## config.mk

```make
export PLATFORM = sky130hd
export DESIGN_NAME = multi_operand_decimal_column_adder_flat
export DESIGN_NICKNAME = d
export VERILOG_FILES = /design/src/design/mcda_pkg.sv /design/src/design/mcda_if.sv /design/src/design/mcda_bin2bcd.sv /design/src/design/multi_operand_decimal_column_adder.sv /design/src/flat_wrapper.sv
export SDC_FILE = /design/constraint.sdc
export NUM_CORES = 1
export LEC_CHECK = 0
export BUFFER_PORTS_ARGS = -buffer_cell sky130_fd_sc_hd__buf_2
export CAP_MARGIN = 40
export CORE_AREA = 4 4 186 188
export DETAILED_ROUTE_END_ITERATION = 6
export DIE_AREA = 0 0 190 192
export PLACE_DENSITY = 0.71
export SYNTH_ARGS = -nofsm -noshare
export SYNTH_HDL_FRONTEND = slang
export SYNTH_SLANG_ARGS = --single-unit
```

## constraint.sdc

```tcl
create_clock -name clk -period 14.4 [get_ports clk]
set_clock_uncertainty 0.05 [all_clocks]
set_input_delay 2.88 -clock clk [delete_from_list [all_inputs] [get_ports clk]]
set_output_delay 2.88 -clock clk [all_outputs]
set_load 0.02 [all_outputs]
```

## src/design/mcda_pkg.sv

```systemverilog
// Shared constants and types for the multi-operand decimal column adder.
// No dependencies; every other design file refers to it by scoped names.
package mcda_pkg;

  localparam int DIGIT_COLUMNS_DEF = 10;
  localparam int MAX_OPERANDS_DEF  = 8;

  localparam int RADIX         = 10;
  localparam int OPERAND_W     = 34;
  localparam int DIGIT_W       = 4;
  localparam int SUM_W         = 40;
  localparam int CARRY_OUT_W   = 4;
  localparam int COL_W         = 7;

  // 34-bit binary needs 11 decimal digits
  localparam int BCD_DIGITS    = 11;
  localparam int BCD_W         = BCD_DIGITS * DIGIT_W;

  // binary-to-BCD conversion: two bits shifted in per cycle
  localparam int BITS_PER_STEP = 2;
  localparam int CONV_STEPS    = (OPERAND_W + BITS_PER_STEP - 1) / BITS_PER_STEP;
  localparam int SHIFT_W       = CONV_STEPS * BITS_PER_STEP;
  localparam int STEP_CNT_W    = $clog2(CONV_STEPS + 1);

  typedef struct packed {
    logic start;
  } conv_ctl_t;

  typedef struct packed {
    logic busy;
    logic done;
  } conv_sts_t;

endpackage

```

## src/design/mcda_if.sv

```systemverilog
// Word channels of the decimal column adder: operand input and result output.
// Depends on mcda_pkg for the payload widths.
interface mcda_in_if;
  logic                            valid;
  logic                            ready;
  logic [mcda_pkg::OPERAND_W-1:0]  operand_value;
  logic                            last;

  modport source (output valid, output operand_value, output last, input ready);
  modport sink   (input valid, input operand_value, input last, output ready);
endinterface

interface mcda_out_if;
  logic                              valid;
  logic                              ready;
  logic [mcda_pkg::SUM_W-1:0]        sum_bcd;
  logic [mcda_pkg::SUM_W-1:0]        carry_bcd;
  logic [mcda_pkg::CARRY_OUT_W-1:0]  carry_out;
  logic                              too_many;

  modport source (output valid, output sum_bcd, output carry_bcd, output carry_out,
                  output too_many, input ready);
  modport sink   (input valid, input sum_bcd, input carry_bcd, input carry_out,
                  input too_many, output ready);
endinterface

```

## src/design/mcda_bin2bcd.sv

```systemverilog
// Serial binary-to-BCD converter (shift and add-3), two bits per cycle.
// Depends on mcda_pkg for widths and the control/status structs.
module mcda_bin2bcd (
  input  logic                            clk,
  input  logic                            rst_n,
  input  mcda_pkg::conv_ctl_t             ctl,
  input  logic [mcda_pkg::OPERAND_W-1:0]  value,
  output mcda_pkg::conv_sts_t             sts,
  output logic [mcda_pkg::BCD_W-1:0]      digits
);

  logic [mcda_pkg::SHIFT_W-1:0]    bin_r, bin_nxt;
  logic [mcda_pkg::BCD_W-1:0]      bcd_r, bcd_nxt;
  logic [mcda_pkg::STEP_CNT_W-1:0] cnt_r, cnt_nxt;
  logic                            done_r, done_nxt;

  function automatic logic [mcda_pkg::DIGIT_W-1:0] bcd_adjust(
      input logic [mcda_pkg::DIGIT_W-1:0] d);
    return (d >= mcda_pkg::DIGIT_W'(5)) ? d + mcda_pkg::DIGIT_W'(3) : d;
  endfunction

  always_comb begin
    logic [mcda_pkg::SHIFT_W-1:0] bin_t;
    logic [mcda_pkg::BCD_W-1:0]   bcd_t;
    bin_t = bin_r;
    bcd_t = bcd_r;
    for (int s = 0; s < mcda_pkg::BITS_PER_STEP; s++) begin
      for (int k = 0; k < mcda_pkg::BCD_DIGITS; k++) begin
        bcd_t[k*mcda_pkg::DIGIT_W +: mcda_pkg::DIGIT_W] =
          bcd_adjust(bcd_t[k*mcda_pkg::DIGIT_W +: mcda_pkg::DIGIT_W]);
      end
      {bcd_t, bin_t} = {bcd_t, bin_t} << 1;
    end

    bin_nxt  = bin_r;
    bcd_nxt  = bcd_r;
    cnt_nxt  = cnt_r;
    done_nxt = 1'b0;
    if (ctl.start) begin
      bin_nxt = mcda_pkg::SHIFT_W'(value);
      bcd_nxt = '0;
      cnt_nxt = mcda_pkg::STEP_CNT_W'(mcda_pkg::CONV_STEPS);
    end else if (cnt_r != '0) begin
      bin_nxt  = bin_t;
      bcd_nxt  = bcd_t;
      cnt_nxt  = cnt_r - mcda_pkg::STEP_CNT_W'(1);
      done_nxt = (cnt_r == mcda_pkg::STEP_CNT_W'(1));
    end
  end

  always_ff @(posedge clk) begin
    if (!rst_n) begin
      cnt_r  <= '0;
      done_r <= 1'b0;
    end else begin
      cnt_r  <= cnt_nxt;
      done_r <= done_nxt;
    end
  end

  always_ff @(posedge clk) begin
    bin_r <= bin_nxt;
    bcd_r <= bcd_nxt;
  end

  assign sts.busy = (cnt_r != '0);
  assign sts.done = done_r;
  assign digits   = bcd_r;

endmodule

```

## src/design/multi_operand_decimal_column_adder.sv

```systemverilog
// Multi-operand decimal column adder, top level.
// Per operand word: accept, serial conversion in mcda_bin2bcd, then the add into the columns.
// Last word then adds a carry walk over the DIGIT_COLUMNS columns and a load of the result
// register, which waits while the output is stalled; conversion and walk are one word at a time.
// Synchronous active-low reset clears columns, operand count, overflow flag and output valid.
module multi_operand_decimal_column_adder #(
  parameter int DIGIT_COLUMNS = mcda_pkg::DIGIT_COLUMNS_DEF,
  parameter int MAX_OPERANDS  = mcda_pkg::MAX_OPERANDS_DEF
) (
  input  logic        clk,
  input  logic        rst_n,
  mcda_in_if.sink     in_ch,
  mcda_out_if.source  out_ch
);

  localparam int CNT_W   = $clog2(MAX_OPERANDS + 1);
  localparam int PACK_W  = DIGIT_COLUMNS * mcda_pkg::DIGIT_W;
  localparam int IDX_W   = (DIGIT_COLUMNS > 1) ? $clog2(DIGIT_COLUMNS) : 1;
  localparam int EXT_W   = ((DIGIT_COLUMNS > mcda_pkg::BCD_DIGITS) ? DIGIT_COLUMNS
                                                                   : mcda_pkg::BCD_DIGITS)
                           * mcda_pkg::DIGIT_W;
  // x / 10 == (x * 205) >> 11 for every 7-bit x
  localparam int RECIP_10    = 205;
  localparam int RECIP_SHIFT = 11;
  localparam int PROD_W      = mcda_pkg::COL_W + 8;

  typedef enum logic [1:0] {S_IDLE, S_CONV, S_WALK, S_DONE} state_t;

  state_t                           state_r, state_nxt;
  logic [CNT_W-1:0]                 cnt_r, cnt_nxt;
  logic                             ovf_r, ovf_nxt;
  logic                             last_r, last_nxt;
  logic [mcda_pkg::COL_W-1:0]       col_r [DIGIT_COLUMNS];
  logic [mcda_pkg::COL_W-1:0]       col_nxt [DIGIT_COLUMNS];
  logic [mcda_pkg::DIGIT_W-1:0]     carry_r, carry_nxt;
  logic [IDX_W-1:0]                 idx_r, idx_nxt;
  logic [PACK_W-1:0]                sum_sr_r, sum_sr_nxt;
  logic [PACK_W-1:0]                carry_sr_r, carry_sr_nxt;
  logic                             out_valid_r, out_valid_nxt;
  logic                             load_out;

  logic [mcda_pkg::SUM_W-1:0]       sum_bcd_r;
  logic [mcda_pkg::SUM_W-1:0]       carry_bcd_r;
  logic [mcda_pkg::CARRY_OUT_W-1:0] carry_out_r;
  logic                             too_many_r;

  mcda_pkg::conv_ctl_t              conv_ctl;
  mcda_pkg::conv_sts_t              conv_sts;
  logic [mcda_pkg::BCD_W-1:0]       conv_digits;
  logic [EXT_W-1:0]                 digits_ext;

  logic                             in_accept;
  logic                             room;
  logic                             out_free;
  logic [mcda_pkg::COL_W-1:0]       total;
  logic [mcda_pkg::DIGIT_W-1:0]     quot;
  logic [mcda_pkg::DIGIT_W-1:0]     rem;
  logic                             cols_zero;

  function automatic logic [mcda_pkg::DIGIT_W-1:0] div10(
      input logic [mcda_pkg::COL_W-1:0] t);
    logic [PROD_W-1:0] p;
    p = PROD_W'(t) * PROD_W'(RECIP_10);
    return mcda_pkg::DIGIT_W'(p >> RECIP_SHIFT);
  endfunction

  // Serial binary-to-decimal split of one operand
  mcda_bin2bcd u_conv (
    .clk    (clk),
    .rst_n  (rst_n),
    .ctl    (conv_ctl),
    .value  (in_ch.operand_value),
    .sts    (conv_sts),
    .digits (conv_digits)
  );

  assign in_ch.ready = (state_r == S_IDLE);
  assign in_accept   = in_ch.valid && in_ch.ready;
  assign room        = (cnt_r < CNT_W'(MAX_OPERANDS));
  assign out_free    = !out_valid_r || out_ch.ready;
  assign digits_ext  = EXT_W'(conv_digits);

  // Carry walk datapath: column 0 of the shifting column file plus incoming carry
  assign total = col_r[0] + mcda_pkg::COL_W'(carry_r);
  assign quot  = div10(total);
  assign rem   = mcda_pkg::DIGIT_W'(total - mcda_pkg::COL_W'(quot)
                                    * mcda_pkg::COL_W'(mcda_pkg::RADIX));

  always_comb begin
    logic [PACK_W+mcda_pkg::DIGIT_W-1:0] sum_tmp;
    logic [PACK_W+mcda_pkg::DIGIT_W-1:0] carry_tmp;
    state_nxt      = state_r;
    cnt_nxt        = cnt_r;
    ovf_nxt        = ovf_r;
    last_nxt       = last_r;
    col_nxt        = col_r;
    carry_nxt      = carry_r;
    idx_nxt        = idx_r;
    sum_sr_nxt     = sum_sr_r;
    carry_sr_nxt   = carry_sr_r;
    conv_ctl.start = 1'b0;
    load_out       = 1'b0;
    sum_tmp        = {rem, sum_sr_r};
    carry_tmp      = {carry_r, carry_sr_r};

    case (state_r)
      S_IDLE: begin
        if (in_accept) begin
          if (room) begin
            conv_ctl.start = 1'b1;
            last_nxt       = in_ch.last;
            state_nxt      = S_CONV;
          end else begin
            // group already full: drop the word, remember it
            ovf_nxt = 1'b1;
            if (in_ch.last) begin
              carry_nxt = '0;
              idx_nxt   = '0;
              state_nxt = S_WALK;
            end
          end
        end
      end
      S_CONV: begin
        if (conv_sts.done) begin
          for (int i = 0; i < DIGIT_COLUMNS; i++) begin
            col_nxt[i] = col_r[i]
                       + mcda_pkg::COL_W'(digits_ext[i*mcda_pkg::DIGIT_W +: mcda_pkg::DIGIT_W]);
          end
          cnt_nxt = cnt_r + CNT_W'(1);
          if (last_r) begin
            carry_nxt = '0;
            idx_nxt   = '0;
            state_nxt = S_WALK;
          end else begin
            state_nxt = S_IDLE;
          end
        end
      end
      S_WALK: begin
        // one column per cycle; the column file shifts down and empties behind
        sum_sr_nxt   = sum_tmp[PACK_W+mcda_pkg::DIGIT_W-1:mcda_pkg::DIGIT_W];
        carry_sr_nxt = carry_tmp[PACK_W+mcda_pkg::DIGIT_W-1:mcda_pkg::DIGIT_W];
        carry_nxt    = quot;
        for (int i = 0; i < DIGIT_COLUMNS - 1; i++) begin
          col_nxt[i] = col_r[i+1];
        end
        col_nxt[DIGIT_COLUMNS-1] = '0;
        if (idx_r == IDX_W'(DIGIT_COLUMNS - 1)) begin
          state_nxt = S_DONE;
        end else begin
          idx_nxt = idx_r + IDX_W'(1);
        end
      end
      S_DONE: begin
        if (out_free) begin
          load_out  = 1'b1;
          cnt_nxt   = '0;
          ovf_nxt   = 1'b0;
          state_nxt = S_IDLE;
        end
      end
      default: begin
        state_nxt = S_IDLE;
      end
    endcase

    out_valid_nxt = (out_valid_r && !out_ch.ready) || load_out;
  end

  always_ff @(posedge clk) begin
    if (!rst_n) begin
      state_r     <= S_IDLE;
      cnt_r       <= '0;
      ovf_r       <= 1'b0;
      last_r      <= 1'b0;
      carry_r     <= '0;
      idx_r       <= '0;
      out_valid_r <= 1'b0;
      for (int i = 0; i < DIGIT_COLUMNS; i++) begin
        col_r[i] <= '0;
      end
    end else begin
      state_r     <= state_nxt;
      cnt_r       <= cnt_nxt;
      ovf_r       <= ovf_nxt;
      last_r      <= last_nxt;
      carry_r     <= carry_nxt;
      idx_r       <= idx_nxt;
      out_valid_r <= out_valid_nxt;
      col_r       <= col_nxt;
    end
  end

  // Packed digit shift lines and the result word register
  always_ff @(posedge clk) begin
    sum_sr_r   <= sum_sr_nxt;
    carry_sr_r <= carry_sr_nxt;
    if (load_out) begin
      sum_bcd_r   <= mcda_pkg::SUM_W'(sum_sr_r);
      carry_bcd_r <= mcda_pkg::SUM_W'(carry_sr_r);
      carry_out_r <= carry_r;
      too_many_r  <= ovf_r;
    end
  end

  assign out_ch.valid     = out_valid_r;
  assign out_ch.sum_bcd   = sum_bcd_r;
  assign out_ch.carry_bcd = carry_bcd_r;
  assign out_ch.carry_out = carry_out_r;
  assign out_ch.too_many  = too_many_r;

  always_comb begin
    cols_zero = 1'b1;
    for (int i = 0; i < DIGIT_COLUMNS; i++) begin
      if (col_r[i] != '0) begin
        cols_zero = 1'b0;
      end
    end
  end

  // Dropped word must raise the overflow flag
  a_ovf_set: assert property (@(posedge clk) disable iff (!rst_n)
    in_accept && !room |=> ovf_r)
    else $error("overflow flag not set after dropped word");

  // Taken word starts the converter
  a_conv_start: assert property (@(posedge clk) disable iff (!rst_n)
    in_accept && room |=> (state_r == S_CONV) && conv_sts.busy)
    else $error("converter not started for accepted word");

  // Converter only runs while the FSM waits on it
  a_conv_owned: assert property (@(posedge clk) disable iff (!rst_n)
    state_r != S_CONV |-> !conv_sts.busy)
    else $error("converter busy outside conversion state");

  // Carry walk leaves the column file empty
  a_cols_cleared: assert property (@(posedge clk) disable iff (!rst_n)
    state_r == S_DONE |-> cols_zero)
    else $error("column sums not cleared by carry walk");

  // Carry between columns is a single decimal digit
  a_carry_digit: assert property (@(posedge clk) disable iff (!rst_n)
    carry_r <= mcda_pkg::DIGIT_W'(mcda_pkg::RADIX - 1))
    else $error("column carry out of decimal range");

endmodule

```

## src/flat_wrapper.sv

```systemverilog
// flat-port wrapper written by rule: the top's interface ports become plain ports
module multi_operand_decimal_column_adder_flat 
#(
  parameter int DIGIT_COLUMNS = mcda_pkg::DIGIT_COLUMNS_DEF,
  parameter int MAX_OPERANDS  = mcda_pkg::MAX_OPERANDS_DEF
)
  (clk, rst_n, in_ch_valid, in_ch_operand_value, in_ch_last, in_ch_ready, out_ch_valid, out_ch_sum_bcd, out_ch_carry_bcd, out_ch_carry_out, out_ch_too_many, out_ch_ready);
  mcda_in_if in_ch_i ();
  mcda_out_if out_ch_i ();
  input  logic clk;
  input  logic rst_n;
  input wire logic [$bits(in_ch_i.valid)-1:0] in_ch_valid;
  input wire logic [$bits(in_ch_i.operand_value)-1:0] in_ch_operand_value;
  input wire logic [$bits(in_ch_i.last)-1:0] in_ch_last;
  output wire logic [$bits(in_ch_i.ready)-1:0] in_ch_ready;
  output wire logic [$bits(out_ch_i.valid)-1:0] out_ch_valid;
  output wire logic [$bits(out_ch_i.sum_bcd)-1:0] out_ch_sum_bcd;
  output wire logic [$bits(out_ch_i.carry_bcd)-1:0] out_ch_carry_bcd;
  output wire logic [$bits(out_ch_i.carry_out)-1:0] out_ch_carry_out;
  output wire logic [$bits(out_ch_i.too_many)-1:0] out_ch_too_many;
  input wire logic [$bits(out_ch_i.ready)-1:0] out_ch_ready;
  assign in_ch_i.valid = in_ch_valid;
  assign in_ch_i.operand_value = in_ch_operand_value;
  assign in_ch_i.last = in_ch_last;
  assign in_ch_ready = in_ch_i.ready;
  assign out_ch_valid = out_ch_i.valid;
  assign out_ch_sum_bcd = out_ch_i.sum_bcd;
  assign out_ch_carry_bcd = out_ch_i.carry_bcd;
  assign out_ch_carry_out = out_ch_i.carry_out;
  assign out_ch_too_many = out_ch_i.too_many;
  assign out_ch_i.ready = out_ch_ready;
  multi_operand_decimal_column_adder #(.DIGIT_COLUMNS(DIGIT_COLUMNS), .MAX_OPERANDS(MAX_OPERANDS)) u_core (.clk(clk), .rst_n(rst_n), .in_ch(in_ch_i), .out_ch(out_ch_i));
endmodule
```

==> metrics.yaml <==
outcome: "finished, final reports clean"
dr_total_vias: 10700
die_h_um: 192
tns_ns: 0
critical_path_class: "reg2reg"
rrSetupSlack_ns: 8.14
hold_path_class: "reg2reg"
finalHoldViolations: 0
synth_edf_count: 199
cts_made_buffers: 35
grt_max_degree: 84
comb_power_share: 0.338
worstPathRequired_ns: 14.60
final-instance-count-excl-fill: 2030
yosys_warnings: 0
io_buffers: 125
antennaDiodeCount: 0
dr.pass1.iters: 5
hold_buffers: 0
fmax_ghz: 0.160
ir_drop_mv: 0.129
wl_per_cell_um: 14.9
first_iter_violations: 656
async_flop_share: 0
die_x_um: 190
synth_seq_cells: 332
grt_pass1_wl_mm: 50.9
p_clk_frac: 0.275
cts_resized: 0
syn_area_mm2: 0.0162
cts_max_level: 2
gp_routability_congestion: 0.792
setup_viol: 0
worst_slack_ns: 8.14
power.density_mw_per_mm2: 174
synth_cell_type_count: 53
rows: 67
core_area_mm2: 0.0331
grt-ovfl-total: 0
area_growth_pct: 14.1
layout-drive-gt1-share: 0.161
fin_crit_ns: 6.26
fp.dieArea_mm2: 0.0365
nNetsFinal: 1739
layout.area.seq_mm2: 0.00864
p_int_mw: 2.18
crit_path_end_kind: "flip-flop"
cts_buffer_depth: 3
postRouteAntennaNets: 0
cts_setup_buffers: 0
path_clk_slew_ns: 0.06
via_per_inst: 5.28
power_mw: 3.22
drv_slew: 0
sw_frac_of_total: 0.325
rsz0062_at_grt: "false"
synth_cells: 1441
antenna_found_initial: 0
worstRegToRegCells: 25
cpPeakStageDelay_ns: 0.53
dp_hpwl_mm: 20.1
hold-path-cell-count: 0
cpMaxStageDelayCell: "fa_1"
arrival_ns: 6.46
avgSynthCellArea_um2: 11.3
p_sw_mw: 1.05
synth_fp_nets: 1622
pwr-share-seq: 0.388
ios: 126
start_util: 0.490
yosysSeqAreaShare: 0.533
fin_crit_sh: 0.435
p_leak_nw: 7.30
path_max_fanout: 5
dp_slack_ns: 8.13
drv_cap: 0
cts_root_buf: "clkbuf_16"
cts_tree: "built"
synth_flop_cell: "edfxtp_1"
routed_wirelength_mm: 30.3
crit_top_cell: "inv_1"
drcViolationCount: 0
utilization: 0.559
start_kind: "flip-flop"
n_fill_cell: 2716
dp_cells: 1969
grt_usage: 0.165
grt_pass1_vias: 10400
clock_latency_ns: 0.52
multiInputGateArea_mm2: 0.00698
clock_sinks: 332
relSlewSlack: 0.458
tightest_slew_ns: 0.813
## through the flow
step           instance area (um^2)  hold WS (ns)
2_1_floorplan                 16200         0.350
3_3_place_gp                  17300         0.353
3_5_place_dp                  17400         0.356
4_1_cts                       18500         0.370
5_1_grt                       18500         0.374
6_report                      18500         0.368
## registers in the layout, summed over array words and instances (netlist names), 2 cells and up
signal / flops
u_core.col_r: 70
u_core.carry_sr_r: 40
u_core.out_ch.carry_bcd: 40
u_core.out_ch.sum_bcd: 40
u_core.sum_sr_r: 40
u_core.u_conv.digits: 40
u_core.u_conv.bin_r: 34
u_core.u_conv.cnt_r: 5
u_core.carry_r: 4
u_core.cnt_r: 4
u_core.idx_r: 4
u_core.out_ch.carry_out: 4
u_core.state_r: 2
## layout by cell type (no fill, tap or decap), types with 3 or more instances in the layout
| master | netlist | layout |
|---|---|---|
| o21a_1 | 11 | 11 |
| clkbuf_1 | 45 | 5 |
| a22oi_1 | 4 | 4 |
| nor3b_1 | 18 | 18 |
| dfxtp_1 | 133 | 133 |
| a21oi_1 | 97 | 97 |
| nor2_1 | 136 | 135 |
| xor2_1 | 16 | 16 |
| fa_1 | 20 | 20 |
| clkinv_4 | 0 | 3 |
| buf_16 | 0 | 3 |
| nand3_1 | 28 | 27 |
| o21ai_0 | 48 | 48 |
| and2_1 | 4 | 4 |
| inv_1 | 110 | 109 |
| ha_1 | 122 | 122 |
| a31oi_1 | 3 | 3 |
| buf_4 | 0 | 8 |
| nor2b_1 | 31 | 30 |
| o311ai_0 | 10 | 10 |
| clkinv_1 | 0 | 3 |
| clkbuf_16 | 0 | 35 |
| nor3_1 | 7 | 6 |
| xnor2_1 | 58 | 58 |
| buf_2 | 4 | 125 |
| o211ai_1 | 12 | 12 |
| mux2_2 | 51 | 51 |
| or3_1 | 4 | 4 |
| a21o_1 | 14 | 14 |
| bufinv_16 | 0 | 3 |
| edfxtp_1 | 199 | 199 |
| mux2i_1 | 19 | 19 |
| nand2_1 | 89 | 88 |
| a311oi_1 | 18 | 18 |
| nand2b_1 | 26 | 25 |
| clkinv_2 | 0 | 4 |
| a211oi_1 | 69 | 69 |
## synthesized netlist by cell type, types with 3 or more instances
cell type    n  area (um^2)
nor3_1       7         35.0
nand3_1     28          140
nand2b_1    26          163
xor2_1      16          140
ha_1       122         1530
a22oi_1      4         30.0
buf_2        4         20.0
fa_1        20          400
a211oi_1    69          518
dfxtp_1    133         2660
nor2_1     136          510
o21ai_0     48          240
inv_1      110          413
o21a_1      11         82.6
or3_1        4         25.0
mux2i_1     19          190
mux2_2      51          574
nor3b_1     18          135
o311ai_0    10         87.6
edfxtp_1   199         5980
and2_1       4         25.0
buf_1        7         26.3
a31oi_1      3         18.8
xnor2_1     58          508
a21o_1      14          105
nor2b_1     31          194
o211ai_1    12         90.1
nand2_1     89          334
a21oi_1     97          485
a311oi_1    18          158
clkbuf_1    45          169
## cells by family (layout without fill, tap and decap cells)
group / count (synthesis) / after routing / share of synthesized area
multiplexers: 71 / 71 / 0.0485
flip-flops: 332 / 332 / 0.533
buffers and inverters: 167 / 308 / 0.0390
adder cells (fa/ha/maj): 142 / 142 / 0.119
AND/OR/NAND/NOR: 355 / 355 / 0.101
XOR/XNOR: 74 / 74 / 0.0400
AO/OA/AOI/OAI: 300 / 300 / 0.120
## area by class of cell
| cell class | count | area share |
|---|---|---|
| inverter | 111 | 0.0227 |
| timing repair buffer | 136 | 0.0415 |
| tap | 448 | 0.0303 |
| clock buffer | 42 | 0.0498 |
| multi-input combinational | 942 | 0.377 |
| clock inverter | 19 | 0.0114 |
| sequential | 332 | 0.467 |
## worst max-delay path, delay by kind of cell (launching register included)
family                   cells  cell delay (ns)
adder cells (fa/ha/maj)      8             2.84
AND/OR/NAND/NOR              1             0.17
flip-flops                   1             0.38
AO/OA/AOI/OAI                5             1.23
XOR/XNOR                     5             0.98
buffers and inverters        6             0.35
## power by group through the flow
stage | Clock (mW) | Combinational [mW] | Sequential (mW)
2_1_floorplan | 0 | 0.920 | 1.23
3_3_place_gp | 0 | 1.05 | 1.26
3_5_place_dp | 0 | 1.09 | 1.27
4_1_cts | 0.905 | 1.10 | 1.25
5_1_grt | 0.951 | 1.25 | 1.27
6_report | 0.886 | 1.09 | 1.25
## path summary, 6_finish.rpt
| check | start | to |
|---|---|---|
| setup / recovery | u_core.carry_r[0]$_SDFFE_PN0P_ | u_core.sum_sr_r[39]$_DFFE_PP_ |
| hold / removal | u_core.sum_sr_r[0]$_DFFE_PP_ | u_core.out_ch.sum_bcd[0]$_DFFE_PP_ |
| setup reg to reg | u_core.carry_r[0]$_SDFFE_PN0P_ | u_core.sum_sr_r[39]$_DFFE_PP_ |
| hold reg to reg | u_core.sum_sr_r[0]$_DFFE_PP_ | u_core.out_ch.sum_bcd[0]$_DFFE_PP_ |
## per-layer routing
metal	wire (um)	global-route usage
met1	14500	0.227
met2	14000	0.273
met3	1370	0.0274
met4	519	0.0451
met5	0	0
No activity file was read; power rests on OpenSTA's default activity.
